File: src/rtl/sorted_table_binary_search_macros.svh
// ----------------------------------------------------------------------------
// Sorted table binary search: assertion macros
// Concurrent assertion shorthands for the RTL of the block, used by the search engine.
// ----------------------------------------------------------------------------
`ifndef SORTED_TABLE_BINARY_SEARCH_MACROS_SVH
`define SORTED_TABLE_BINARY_SEARCH_MACROS_SVH

`ifndef ASSERT_OFF

// The consequent must hold in the same cycle as the antecedent.
`define STBS_ASSERT_IMP(label, clk, rst_n, ante, cons) \
    label: assert property (@(posedge clk) disable iff (!rst_n) (ante) |-> (cons)) \
        else $error("stbs assertion failed");

// The consequent must hold in the cycle after the antecedent.
`define STBS_ASSERT_NXT(label, clk, rst_n, ante, cons) \
    label: assert property (@(posedge clk) disable iff (!rst_n) (ante) |=> (cons)) \
        else $error("stbs assertion failed");

`else

`define STBS_ASSERT_IMP(label, clk, rst_n, ante, cons)
`define STBS_ASSERT_NXT(label, clk, rst_n, ante, cons)

`endif

`endif

File: src/rtl/stbs_pkg.sv
// ----------------------------------------------------------------------------
// Sorted table binary search: package
// Item types, command codes, engine states and shared constants.
// ----------------------------------------------------------------------------
package stbs_pkg;

    // Default number of table entries.
    localparam int DEFAULT_TABLE_DEPTH = 1024;

    // Fixed field widths of the item format and of the entry count.
    localparam int ENTRY_INDEX_W = 10;
    localparam int DATA_W        = 32;
    localparam int COUNT_W       = 11;

    // Depth of the command queue between the front end and the engine.
    localparam int CMD_QUEUE_DEPTH = 2;

    // Request type codes carried in the input item.
    localparam logic REQ_WRITE  = 1'b0;
    localparam logic REQ_SEARCH = 1'b1;

    // Input item.
    typedef struct packed {
        logic                            req_type;
        logic [ENTRY_INDEX_W-1:0]        entry_index;
        logic signed [DATA_W-1:0]        data_value;
    } t_in_item;

    // Result item.
    typedef struct packed {
        logic                            found;
        logic [ENTRY_INDEX_W-1:0]        found_index;
    } t_out_item;

    // Classified command handed from the front end to the engine.
    typedef enum logic {
        CMD_WRITE,
        CMD_SEARCH
    } t_cmd_kind;

    typedef struct packed {
        t_cmd_kind                       kind;
        logic [ENTRY_INDEX_W-1:0]        entry_index;
        logic signed [DATA_W-1:0]        data_value;
    } t_cmd;

    // Search engine states.
    typedef enum logic [1:0] {
        ST_IDLE,
        ST_PROBE,
        ST_WAIT,
        ST_DONE
    } t_eng_state;

endpackage

File: src/rtl/stbs_front.sv
// ----------------------------------------------------------------------------
// Sorted table binary search: front end
// Accepts input items, drops writes beyond the table, and queues commands
// for the search engine.
// ----------------------------------------------------------------------------
module stbs_front #(
    parameter int TABLE_DEPTH = stbs_pkg::DEFAULT_TABLE_DEPTH
) (
    input  logic              i_clk,
    input  logic              i_rst_n,
    input  logic              i_in_valid,
    output logic              o_in_stall,
    input  stbs_pkg::t_in_item i_in,
    output logic              o_cmd_valid,
    output stbs_pkg::t_cmd    o_cmd,
    input  logic              i_cmd_pop
);
    import stbs_pkg::*;

    localparam int PTR_W  = (CMD_QUEUE_DEPTH > 1) ? $clog2(CMD_QUEUE_DEPTH) : 1;
    localparam int FILL_W = $clog2(CMD_QUEUE_DEPTH + 1);

    t_cmd              r_queue [CMD_QUEUE_DEPTH];
    logic [PTR_W-1:0]  r_wptr;
    logic [PTR_W-1:0]  r_rptr;
    logic [FILL_W-1:0] r_fill;
    logic [PTR_W-1:0]  n_wptr;
    logic [PTR_W-1:0]  n_rptr;
    logic [FILL_W-1:0] n_fill;

    logic in_xfer;
    logic idx_ok;
    logic push;
    t_cmd cmd_new;

    // Classify the incoming item; a write outside the table is dropped.
    assign o_in_stall = (r_fill == FILL_W'(CMD_QUEUE_DEPTH));
    assign in_xfer    = i_in_valid && !o_in_stall;
    assign idx_ok     = (32'(i_in.entry_index) < 32'(TABLE_DEPTH));
    assign push       = in_xfer && ((i_in.req_type == REQ_SEARCH) || idx_ok);

    always_comb begin
        cmd_new.kind        = (i_in.req_type == REQ_SEARCH) ? CMD_SEARCH : CMD_WRITE;
        cmd_new.entry_index = i_in.entry_index;
        cmd_new.data_value  = i_in.data_value;
    end

    // Queue pointers and fill level.
    always_comb begin
        n_wptr = r_wptr;
        n_rptr = r_rptr;
        n_fill = r_fill;
        if (push) begin
            n_wptr = (r_wptr == PTR_W'(CMD_QUEUE_DEPTH - 1)) ? '0 : r_wptr + 1'b1;
        end
        if (i_cmd_pop) begin
            n_rptr = (r_rptr == PTR_W'(CMD_QUEUE_DEPTH - 1)) ? '0 : r_rptr + 1'b1;
        end
        if (push && !i_cmd_pop) begin
            n_fill = r_fill + 1'b1;
        end else if (!push && i_cmd_pop) begin
            n_fill = r_fill - 1'b1;
        end
    end

    always_ff @(posedge i_clk) begin
        if (!i_rst_n) begin
            r_wptr <= '0;
            r_rptr <= '0;
            r_fill <= '0;
        end else begin
            r_wptr <= n_wptr;
            r_rptr <= n_rptr;
            r_fill <= n_fill;
        end
    end

    // Queue storage.
    always_ff @(posedge i_clk) begin
        if (push) begin
            r_queue[r_wptr] <= cmd_new;
        end
    end

    assign o_cmd_valid = (r_fill != '0);
    assign o_cmd       = r_queue[r_rptr];

endmodule

File: config.mk
export PLATFORM = sky130hd
export DESIGN_NAME = stbs_front
export DESIGN_NICKNAME = d
export VERILOG_FILES = /design/src/rtl/sorted_table_binary_search_macros.svh /design/src/rtl/stbs_pkg.sv /design/src/rtl/stbs_front.sv
export SDC_FILE = /design/constraint.sdc
export NUM_CORES = 1
export LEC_CHECK = 0
export BUFFER_PORTS_ARGS = -buffer_cell sky130_fd_sc_hd__buf_4
export CAP_MARGIN = 10
export CORE_MARGIN = 4
export CORE_UTILIZATION = 30
export CTS_BUF_LIST = sky130_fd_sc_hd__clkbuf_4
export DETAILED_ROUTE_END_ITERATION = 12
export PLACE_DENSITY = 0.63
export SETUP_SLACK_MARGIN = 0.2
export SLEW_MARGIN = 20
export SYNTH_ARGS = -nofsm -noshare
export SYNTH_HDL_FRONTEND = slang
export SYNTH_SLANG_ARGS = --single-unit
File: constraint.sdc
create_clock -name i_clk -period 3.99 [get_ports i_clk]
set_input_delay 0.399 -clock i_clk [delete_from_list [all_inputs] [get_ports i_clk]]
set_output_delay 0.399 -clock i_clk [all_outputs]
set_load 0.02 [all_outputs]
==> results of run 1 <==
## flip-flops by register name, indices dropped and copies added, names as in the netlist, named ones only
name / cells
r_fill: 2
r_queue: 86
r_rptr: 1
r_wptr: 1
## per-layer routing
layer	up-vias	track usage [%]	wire, um
li1	818	-	-
met5	-	0	0
met1	845	11.5	2520
met3	10	2.60	322
met2	47	16.2	3100
met4	0	6.73	144
## worst reg2reg max path: stages (launching register included)
cell,delay [ns]
dfxtp_1,0.42
nand2b_2,0.17
inv_2,0.06
nor3_4,0.54
buf_4,0.33
## power groups by stage
stage,Sequential [mW],Clock [mW],Combinational [mW]
after global placement,1.22,0,0.425
after CTS,1.20,0.648,0.429
final,1.20,0.622,0.419
after floorplan,1.20,0,0.255
after detailed placement,1.22,0,0.427
after global routing,1.21,0.692,0.453
## per-stage QoR
| stage | power, mW | hold slack, ns | instance area, um2 | util [%] |
|---|---|---|---|---|
| 3_3_place_gp | 1.64 | 0.498 | 4200 | 38.6 |
| 2_1_floorplan | 1.45 | 0.477 | 3350 | - |
| 4_1_cts | 2.28 | 0.0835 | 4380 | 40.3 |
| 5_1_grt | 2.35 | 0.0804 | 4390 | 40.3 |
| 6_report | 2.24 | 0.137 | 4390 | 40.3 |
| 3_5_place_dp | 1.65 | 0.508 | 4200 | 38.6 |
## placed cells by master, fill, tap and decap left out, drive strengths merged
| master | count |
|---|---|
| o21a | 1 |
| xor2 | 2 |
| nand2b | 1 |
| clkinvlp | 1 |
| and2 | 3 |
| o21ai | 1 |
| bufinv | 3 |
| clkbuf | 11 |
| mux2 | 43 |
| edfxtp | 86 |
| buf | 93 |
| a21boi | 2 |
| inv | 3 |
| and3 | 1 |
| clkinv | 1 |
| or2 | 1 |
| nor3 | 1 |
| dfxtp | 5 |
| ha | 1 |
| xnor2 | 1 |
| or3 | 1 |
| nor2 | 1 |
## kinds of logic (layout without fill, tap and decap cells)
kind of cell | after synthesis | count (layout) | synth area share (%)
simple gates | 9 | 9 | 1.79
fa+ha+maj | 1 | 1 | 0.373
mux | 43 | 43 | 14.4
compound gates | 4 | 4 | 0.821
flops | 91 | 91 | 80.0
buf+inv | 8 | 112 | 1.83
xor+xnor | 3 | 3 | 0.783
## layout make-up
type | instances | area, um2
clock buffers | 11 | 82.6
clock inverters | 5 | 101
fillers | 1024 | 6500
inverters | 3 | 11.3
multi-input cells | 60 | 622
flip-flops and latches | 91 | 2690
well taps | 140 | 175
repair buffers | 93 | 711
## how the worst max path moves through the flow
stage                   start  slack [ns]             to  depth (start not counted)
floorplan           r_fill[0]        1.27  r_queue[0][0]                          3
global placement     register        1.87      o_cmd[21]                          2
detailed placement   register        1.86      o_cmd[21]                          2
CTS                  register        1.33      o_cmd[21]                          2
global route         register        1.66      o_cmd[21]                          2
finish               register        1.78      o_cmd[21]                          2
==> summary.md, run 1 <==
| Metric | Value |
|---|---|
| Status | `finished, final reports clean` |
| Largest stage delay on the critical path | `0.78 ns` |
| WL/cell | `15.1 um` |
| Sequential fraction of design power | `53.5%` |
| Io pins | `92` |
| Critical-path cell list | `mux2_2 -> buf_4` |
| Hold path endpoint | `r_queue[0][20]` |
| Mean post-synth cell area | `21.1 um2` |
| Drt drc | `0` |
| Cell family with most CP delay | `flip-flops` |
| RSZ-0062 raised after global routing | `no` |
| Clock power share | `27.8%` |
| HP Start | `i_in[20]` |
| Number of antenna violations at the first check in global routing | `0` |
| Switching share of power | `24.6%` |
| Largest net degree at the start of global routing | `44` |
| TritonCTS buffer count | `9` |
| Via density | `4.27` |
| IO Port Bufs | `91` |
| Worst vdd rail ir drop | `0.233 mV` |
| # Post-CTS Setup Buffers | `0` |
| Number of cell rows | `38` |
| Hold_buf cts | `0` |
| GPL Wtd Cong | `0.665` |
| Endpoints failing setup | `0` |
| Post-synth EDFFs | `86` |
| Resized Gates After CTS | `0` |
| Drt first-iter violations | `45` |
| Most instantiated cells after synthesis | `86 x edfxtp_1, 39 x mux2_2, 5 x dfxtp_1` |
| Slew HR | `53.5%` |
| Internal | `1.69 mW` |
| WP data required | `3.59 ns` |
| Grt ovf | `0` |
| Final antenna-violating net count | `0` |
| Worst-skew pair later-pin latency | `0.43 ns` |
| Global-route wire length before repair | `9390 um` |
| Starting Density | `30.8%` |
| Number of global-route vias before repair | `1,830` |
| Initial DRT Pass Iterations | `4` |
| Syn_nets | `207` |
| R2R Path End | `r_queue[0][2]` |
| Leakage power | `1.63 nW` |
| Clk sinks | `91` |
| Setup TNS | `0 ns` |
| PwrDens | `510 nW/um2` |
| Final Cycle Share | `55.3%` |
| Sw power | `551 uW` |
| Setup slack, reg-to-reg | `2.17 ns` |
| Crit Path Class | `register to primary output` |
| Reg-to-reg startpoint | `r_fill[0]` |
| Worst Hold Class | `primary input to register` |
| Synth cell types | `22` |
| Top-area cell type share of the netlist area | `77.0%` |
| Synthesized area | `3350 um2` |
| Layout cells sized above 1 | `58.2%` |
| Worst Setup End Kind | `primary output` |
| Slew Viols, Final | `0` |
| CTS tree | `done` |
| Non-Filler Instances | `403` |
| Worst slack, placed | `1.86 ns` |
| Synth-to-layout area growth | `30.8%` |
| Ys Warns | `0` |
| All-layer global routing usage | `9.96%` |
| Cell taking the most area after synthesis | `edfxtp_1` |
| Final Critical Period | `2.21 ns` |
| Worst slew pin tran | `0.695 ns` |
| Reg2Reg Depth | `4` |
| Gate count after technology mapping | `159` |
| Die Wd | `114 um` |
| Max Cap Viol | `0` |
| Top cells by area, synth | `edfxtp_1 77%, mux2_2 13%, dfxtp_1 3.0%, buf_6 1.3%, mux2_1 1.3%` |
| Worst-path maximum fanout | `43` |
| Synth async-reset ratio | `0%` |
| Antenna Cells | `0` |
| Crit start category | `register` |
| Worst path slowest cell | `dfxtp_4` |
| Logic pwr share | `18.7%` |
| #FFs+latches synth | `91` |
| Total Nets Final | `306` |
| H-tree lvl count | `3` |
| Root buf cell | `clkbuf_4` |
| Core box area | `10,900 um2` |
| Setup Skew | `0.0198 ns` |
| Most frequent cell after synthesis | `edfxtp_1` |
| Hold Path Cell Cnt | `1` |
| Chip Height | `114 um` |
| Worst-path clk slew | `0.14 ns` |
| Crit path DAT | `1.81 ns` |
| Die area | `12,900 um2` |
| Clock Tree Buf Depth | `2` |
| Final hold vios | `0` |
| HPWL after detailed placement | `3910 um` |
| Final wirelength | `6090 um` |
| Placed insts | `387` |
| Most used DFF post-synth | `edfxtp_1` |
| Vias | `1,720` |
| Fmax | `453 MHz` |
| CP Buf/Inv Count | `1` |
| Final setup margin | `1.78 ns` |
| Sequential cell area fraction in the yosys report | `80.0%` |
No activity file was read; power rests on OpenSTA's default activity.
==> run 2, diff against run 1 <==
- clock period: 3.99 -> 2.15 ns (I/O delays scaled with it)
==> run 2 against run 1 <==
  * Cell area rose by 10%
  * Final cell count rose by 11%
  * Worst hold slack got worse by 0.022 ns
  * Combinational power rose by 110%
  * Core utilization rose by 4.1 points
  * Routed wire length rose by 2.6%
  * Sequential share of layout area fell by 5.7 points
  * Sequential power rose by 83%
  * Critical endpoint is now o_cmd[26]
==> summary.md, run 2 (synthesis results as in run 1) <==
| Metric | Value |
|---|---|
| Status | `finished, final reports clean` |
| Leakage power | `1.83 nW (+12%)` |
| WL/cell | `13.9 um (-7.9%)` |
| CP Buf/Inv Count | `2 (+1)` |
| Grt ovf | `0 (unchanged)` |
| Worst slew pin tran | `0.384 ns (-0.311 ns)` |
| Vias | `1,845 (+7.3%)` |
| Setup TNS | `0 ns (unchanged)` |
| Via density | `4.11 (-3.7%)` |
| Critical-path cell list | `buf_6 -> mux2_2 -> buf_4` |
| Crit start category | `register` |
| Hold Path Cell Cnt | `3 (+2)` |
| TritonCTS buffer count | `9 (unchanged)` |
| Endpoints failing setup | `0 (unchanged)` |
| Worst-path clk slew | `0.13 ns (about the same)` |
| PwrDens | `863 nW/um2 (+69%)` |
| Reg-to-reg startpoint | `r_fill[1]` |
| Worst vdd rail ir drop | `0.401 mV (+72%)` |
| RSZ-0062 raised after global routing | `no` |
| Final hold vios | `0 (unchanged)` |
| CTS tree | `done` |
| Critical Path Stages | `3 (+1)` |
| Drt drc | `0 (unchanged)` |
| Root buf cell | `clkbuf_4` |
| Fmax | `554 MHz` |
| Fin util | `44.4% (+4.1 points)` |
| Layout cells sized above 1 | `50.5% (-7.7 points)` |
| Worst-skew pair later-pin latency | `0.42 ns (about the same)` |
| IO Port Bufs | `91 (unchanged)` |
| Worst path slowest cell | `mux2_2` |
| R2R Path End | `r_fill[1]` |
| Crit Path Class | `register to primary output` |
| Critical Path End | `o_cmd[26]` |
| Slew HR | `74.4% (+21 points)` |
| Initial DRT Pass Iterations | `3 (-1)` |
| Antenna Cells | `0 (unchanged)` |
| Total power | `4.17 mW (+87%)` |
| Die area | `12,900 um2 (unchanged)` |
| Global-route wire length before repair | `10,200 um (+8.8%)` |
| Die Wd | `114 um (unchanged)` |
| Clock Tree Buf Depth | `2 (unchanged)` |
| Final Cycle Share | `84.0%` |
| Leading registers by flop count | `r_queue (86), r_fill (2)` |
| Worst-path maximum fanout | `27 (-37%)` |
| HPWL after detailed placement | `4170 um (+6.5%)` |
| Final Critical Period | `1.81 ns` |
| Clk sinks | `91 (unchanged)` |
| Final antenna-violating net count | `0 (unchanged)` |
| H-tree lvl count | `3 (unchanged)` |
| Core box area | `10,900 um2 (unchanged)` |
| Crit path DAT | `1.59 ns (-0.22 ns)` |
| Max FFs per register | `86 (unchanged)` |
| Number of global-route vias before repair | `2,162 (+18%)` |
| Worst Hold Class | `primary input to register` |
| Synth-to-layout area growth | `44.3%` |
| Starting Density | `30.8% (unchanged)` |
| Largest net degree at the start of global routing | `28 (-36%)` |
| All-layer global routing usage | `10.3% (+0.37 points)` |
| Max Cap Viol | `0 (unchanged)` |
| Slew Viols, Final | `0 (unchanged)` |
| Setup Skew | `0.0173 ns (-0.00254 ns)` |
| GPL Wtd Cong | `0.725 (+9.1%)` |
| Drt first-iter violations | `50 (+11%)` |
| Total Nets Final | `354 (+16%)` |
| WP data required | `1.93 ns (-1.66 ns)` |
| Commonest non-fill, non-tap cells in the layout | `96 x buf_4, 86 x edfxtp_1, 44 x dlygate4sd3_1` |
| Cell family with most CP delay | `buffers and inverters` |
| Fill cells | `990 (-3.3%)` |
| Most common cell after layout, fill and taps aside | `buf_4` |
| Reg2Reg Depth | `6 (+2)` |
| Largest stage delay on the critical path | `0.39 ns (-0.39 ns)` |
| Number of cell rows | `38 (unchanged)` |
| Io pins | `92 (unchanged)` |
| Biggest register | `r_queue` |
| Chip Height | `114 um (unchanged)` |
| Worst Setup End Kind | `primary output` |
| Final wirelength | `6240 um (+2.6%)` |
| Setup slack, reg-to-reg | `0.63 ns (-1.54 ns)` |
| Number of antenna violations at the first check in global routing | `0 (unchanged)` |
==> run 2: cell types whose count changed in the layout (fill, tap and decap cells not counted), moves of 2 or more <==
| cell | change |
|---|---|
| clkbuf_4 | -2 |
| buf_4 | +4 |
| dlygate4sd3_1 | +44 |
| dfxtp_2 | +2 |
==> run 2: through the flow <==
step	instances	cell area [um2]	worst slack [ns]	hold WS, ns
2_1_floorplan	159	3370	0.104	0.314
3_3_place_gp	391	4230	0.700	0.401
3_5_place_dp	391	4230	0.644	0.403
4_1_cts	449	4840	0.279	0.0767
5_1_grt	449	4840	0.232	0.101
6_report	449	4840	0.344	0.115
==> run 2: worst reg2reg max path, delay by kind of cell (launching register included) <==
kind | cells | cell delay (ns)
flops | 1 | 0.44
fa+ha+maj | 1 | 0.31
buf+inv | 1 | 0.07
simple gates | 3 | 0.48
compound gates | 1 | 0.16
==> run 2: worst min path at each step <==
stage                           to      start  slack (ns)
floorplan            r_queue[0][0]    i_in[0]        0.31
finish                    register  i_cmd_pop        0.11
detailed placement   r_queue[0][0]    i_in[0]        0.40
CTS                       register  i_cmd_pop        0.08
global route              register  i_cmd_pop        0.10
global placement    r_queue[0][15]   i_in[15]        0.40
==> run 2: what timing repair did <==
action	4_1_cts	5_1_grt
setup endpoints to repair	2	0
hold buffers	44	0
endpoints found under the hold margin	90	0
buffers inserted	0	0
resized for setup	1	0
==> run 2: layout make-up <==
class	instances	area, um2	area share [%]
sequential	91	2690	55.5
clock buffer	9	67.6	1.40
inverter	3	13.8	0.284
timing repair buffer	141	1170	24.2
multi-input combinational	60	623	12.9
tap	140	175	3.62
clock inverter	5	103	2.12
==> run 2: per-layer routing <==
| metal | share of wire (%) | vias up | wire length, um | GRT usage (%) |
|---|---|---|---|---|
| li1 | - | 907 | - | - |
| met1 | 39 | 873 | 2470 | 11.6 |
| met2 | 52 | 54 | 3240 | 17.9 |
| met3 | 6.7 | 11 | 421 | 3.82 |
| met4 | 1.8 | 0 | 114 | 3.85 |
| met5 | 0 | - | 0 | 0 |
==> run 2: power breakdown <==
group          leakage [nW]  switching, mW  internal (mW)  total [mW]
sequential            0.845         0.0472           2.14        2.19
combinational         0.891          0.449          0.431       0.881
clock                0.0899          0.527          0.578        1.10
total                  1.83           1.02           3.15        4.17
==> run 3, diff against run 2 <==
- ABC_AREA: unset -> 1
- PLACE_DENSITY: 0.63 -> 0.62
- clock period: 2.15 -> 1.87 ns (I/O delays scaled with it)
==> run 3 against run 2 <==
  * Clock-buffer cell count up 1
  * Core utilization up 1.8 points
  * Final cell count increased by 5.3%
  * Sequential share of layout area decreased by 5.0 points
  * Setup slack got worse by 0.20 ns
  * Die area rose by 5.3%
  * Worst hold slack better by 0.032 ns
  * Highest routed layer unchanged
==> summary.md, run 3 <==
| Metric | Value |
|---|---|
| Endpoints failing setup | `0 (unchanged)` |
| Starting Density | `30.8% (about the same)` |
| Grt ovf | `0 (unchanged)` |
| Worst-path maximum fanout | `6 (-78%)` |
| Synth async-reset ratio | `0% (unchanged)` |
| Final antenna-violating net count | `0 (unchanged)` |
| Number of global-route vias before repair | `2,070 (-4.3%)` |
| Final Critical Period | `1.73 ns` |
| Critical Path End | `o_cmd[10]` |
| Synth cell types | `15 (-32%)` |
| Core box area | `11,500 um2 (+5.8%)` |
| GRT met3 Usage | `2.69% (-1.1 points)` |
| Internal | `3.55 mW (+12%)` |
| Reg-to-reg startpoint | `r_fill[1]` |
| Setup Skew | `0.0111 ns (-0.00623 ns)` |
| Synthesized area | `3550 um2 (+5.7%)` |
| Clock power share | `25.0% (-1.4 points)` |
| Syn_nets | `218 (+5.3%)` |
| Final Cycle Share | `92.5%` |
| Logic pwr share | `22.5% (+1.4 points)` |
| HPWL after detailed placement | `4370 um (+4.8%)` |
| Io pins | `92 (unchanged)` |
| TritonCTS buffer count | `9 (unchanged)` |
| Worst Setup End Kind | `primary output` |
| Worst-path clk slew | `0.13 ns (about the same)` |
| IO Port Bufs | `91 (unchanged)` |
| #FFs+latches synth | `91 (unchanged)` |
| Met2 Use GR | `16.6% (-1.3 points)` |
| Vias | `1,973 (+6.9%)` |
| Most used DFF post-synth | `edfxtp_1` |
| Fmax | `578 MHz` |
| Worst-skew pair later-pin latency | `0.42 ns (about the same)` |
| Crit path DAT | `1.54 ns (-0.05 ns)` |
| Ys Warns | `0 (unchanged)` |
| Non-Filler Instances | `473 (+5.3%)` |
| All-layer global routing usage | `9.94% (-0.39 points)` |
| Max Cap Viol | `0 (unchanged)` |
| Global route hottest layer | `met2` |
| Status | `finished, final reports clean` |
| Worst vdd rail ir drop | `0.367 mV (-8.5%)` |
| Clk sinks | `91 (unchanged)` |
| Number of cell rows | `39 (+2.6%)` |
| Reg2Reg Depth | `9 (+3)` |
| Setup slack, reg-to-reg | `0.38 ns (-0.25 ns)` |
| Via density | `4.17 (+1.5%)` |
| Biggest register | `r_queue` |
| Layout cells sized above 1 | `50.3% (-0.18 points)` |
| Final hold vios | `0 (unchanged)` |
| Sw power | `1.15 mW (+12%)` |
| Die area | `13,600 um2 (+5.3%)` |
| Gate count after technology mapping | `170 (+6.9%)` |
| Synth-to-layout area growth | `50.1%` |
| Slew HR | `72.9% (-1.5 points)` |
| H-tree lvl count | `3 (unchanged)` |
| PwrDens | `881 nW/um2 (+2.2%)` |
| Max FFs per register | `86 (unchanged)` |
| Mean post-synth cell area | `20.9 um2 (-1.1%)` |
| Post-synth EDFFs | `86 (unchanged)` |
| Drt first-iter violations | `69 (+38%)` |
| Largest net degree at the start of global routing | `44 (+57%)` |
| Worst slew pin tran | `0.407 ns (+0.0232 ns)` |
| Clock Tree Buf Depth | `2 (unchanged)` |
| R2R Path End | `r_fill[1]` |
| WP data required | `1.68 ns (-0.25 ns)` |
| Fin util | `46.2% (+1.8 points)` |
| Placed insts | `405 (+3.6%)` |
| Initial DRT Pass Iterations | `4 (+1)` |
| Final wirelength | `6830 um (+9.5%)` |
| Number of antenna violations at the first check in global routing | `0 (unchanged)` |
| Most instantiated cells after synthesis | `86 x edfxtp_1, 40 x mux2_4, 9 x nor2_1` |
| Slew Viols, Final | `0 (unchanged)` |
| Switching share of power | `24.4% (-0.063 points)` |
| Top cells by area, synth | `edfxtp_1 73%, mux2_4 17%, dfxtp_1 2.8%, buf_12 2.3%, nor2_1 0.95%` |
| Most frequent cell after synthesis | `edfxtp_1` |
| Commonest non-fill, non-tap cells in the layout | `86 x edfxtp_1, 54 x buf_4, 45 x dlygate4sd3_1` |
| Crit start category | `register` |
| M1 GR Usage | `11.7% (+0.068 points)` |
| Sequential cell area fraction in the yosys report | `75.7% (-4.3 points)` |
| Chip Height | `117 um (+2.6%)` |
| RSZ-0062 raised after global routing | `yes` |
| Leading registers by flop count | `r_queue (86), r_fill (2)` |
| Top-area cell type share of the netlist area | `72.8% (-4.2 points)` |
| Drt drc | `0 (unchanged)` |
| Root buf cell | `clkbuf_4` |
| Worst Hold Class | `primary input to register` |
| Leakage power | `2.12 nW (+16%)` |
| WL/cell | `14.4 um (+3.9%)` |
| CTS tree | `done` |
| GPL Wtd Cong | `0.652 (-10%)` |
| Most common cell after layout, fill and taps aside | `edfxtp_1` |
| Antenna Cells | `0 (unchanged)` |
| Cell taking the most area after synthesis | `edfxtp_1` |
| Die Wd | `117 um (+2.6%)` |
| Crit Path Class | `register to primary output` |
| Global-route wire length before repair | `10,100 um (-0.95%)` |
| Sequential fraction of design power | `52.5% (about the same)` |
| Total Nets Final | `374 (+5.6%)` |
## run 3: through the flow
step | TNS [ns] | power (mW) | hold slack [ns] | area (um2) | setup WS [ns]
CTS | 0 | 4.68 | 0.127 | 5140 | 0.0699
global route | 0 | 4.90 | 0.154 | 5320 | 0.0552
detailed placement | 0 | 3.37 | 0.376 | 4420 | 0.347
floorplan | -12.59 | 3.02 | 0.286 | 3550 | -0.146
finish | 0 | 4.69 | 0.147 | 5320 | 0.139
global placement | 0 | 3.35 | 0.373 | 4420 | 0.435
## run 3: critical path, stage by stage (launching register included)
cell and delay (ns):
dfxtp_4 0.38, buf_12 0.14, clkbuf_16 0.16, mux2_4 0.30, buf_6 0.13
## run 3: worst min path at each step
stage                           from             end  slack, ns  depth (start not counted)
after floorplan              i_in[0]   r_queue[0][0]       0.29                          0
after global placement      i_in[19]  r_queue[0][19]       0.37                          1
after detailed placement    i_in[32]  r_queue[1][32]       0.38                          1
after CTS                 i_in_valid          r_wptr       0.13                          4
after global routing      i_in_valid          r_wptr       0.15                          4
final                     i_in_valid          r_wptr       0.15                          4
## run 3: cell families (layout without fill, tap and decap cells)
logic type               count (synthesis)  count (layout)  share of synthesized area (%)
flip-flops                              91              91                           75.7
buffers and inverters                   13             173                           3.42
AND/OR/NAND/NOR                         18              18                           2.01
AO/OA/AOI/OAI                            4               4                          0.670
adder cells (fa/ha/maj)                  1               1                          0.353
multiplexers                            43              43                           17.9
## run 3: area by class of cell
class                   count  area (um2)
fillers                  1003        6190
flip-flops and latches     91        2690
repair buffers            150        1500
multi-input cells          66         772
well taps                 143         179
clock inverters             5        78.8
clock buffers              10        75.1
inverters                   8        30.0
## run 3: power by group through the flow
| stage | Clock [mW] | Combinational [mW] | Sequential (mW) |
|---|---|---|---|
| 3_3_place_gp | 0 | 0.833 | 2.52 |
| 5_1_grt | 1.30 | 1.12 | 2.48 |
| 4_1_cts | 1.23 | 0.984 | 2.47 |
| 3_5_place_dp | 0 | 0.843 | 2.53 |
| 6_report | 1.17 | 1.05 | 2.47 |
| 2_1_floorplan | 0 | 0.513 | 2.50 |
## run 3: repair_timing
| item | 4_1_cts | 5_1_grt |
|---|---|---|
| endpoints found under the hold margin | 91 | 0 |
| buffers inserted | 5 | 1 |
| cloned | 1 | 1 |
| hold buffers | 45 | 0 |
| resized for setup | 12 | 39 |
| endpoints found under the setup margin | 43 | 43 |
## run 3: routing by layer
| layer | routed length, um | part of all wire, % | up-vias |
|---|---|---|---|
| met5 | 0 | 0 | - |
| met4 | 137 | 2.0 | 0 |
| met3 | 376 | 5.5 | 11 |
| met2 | 3510 | 51 | 54 |
| met1 | 2810 | 41 | 954 |
| li1 | - | - | 954 |
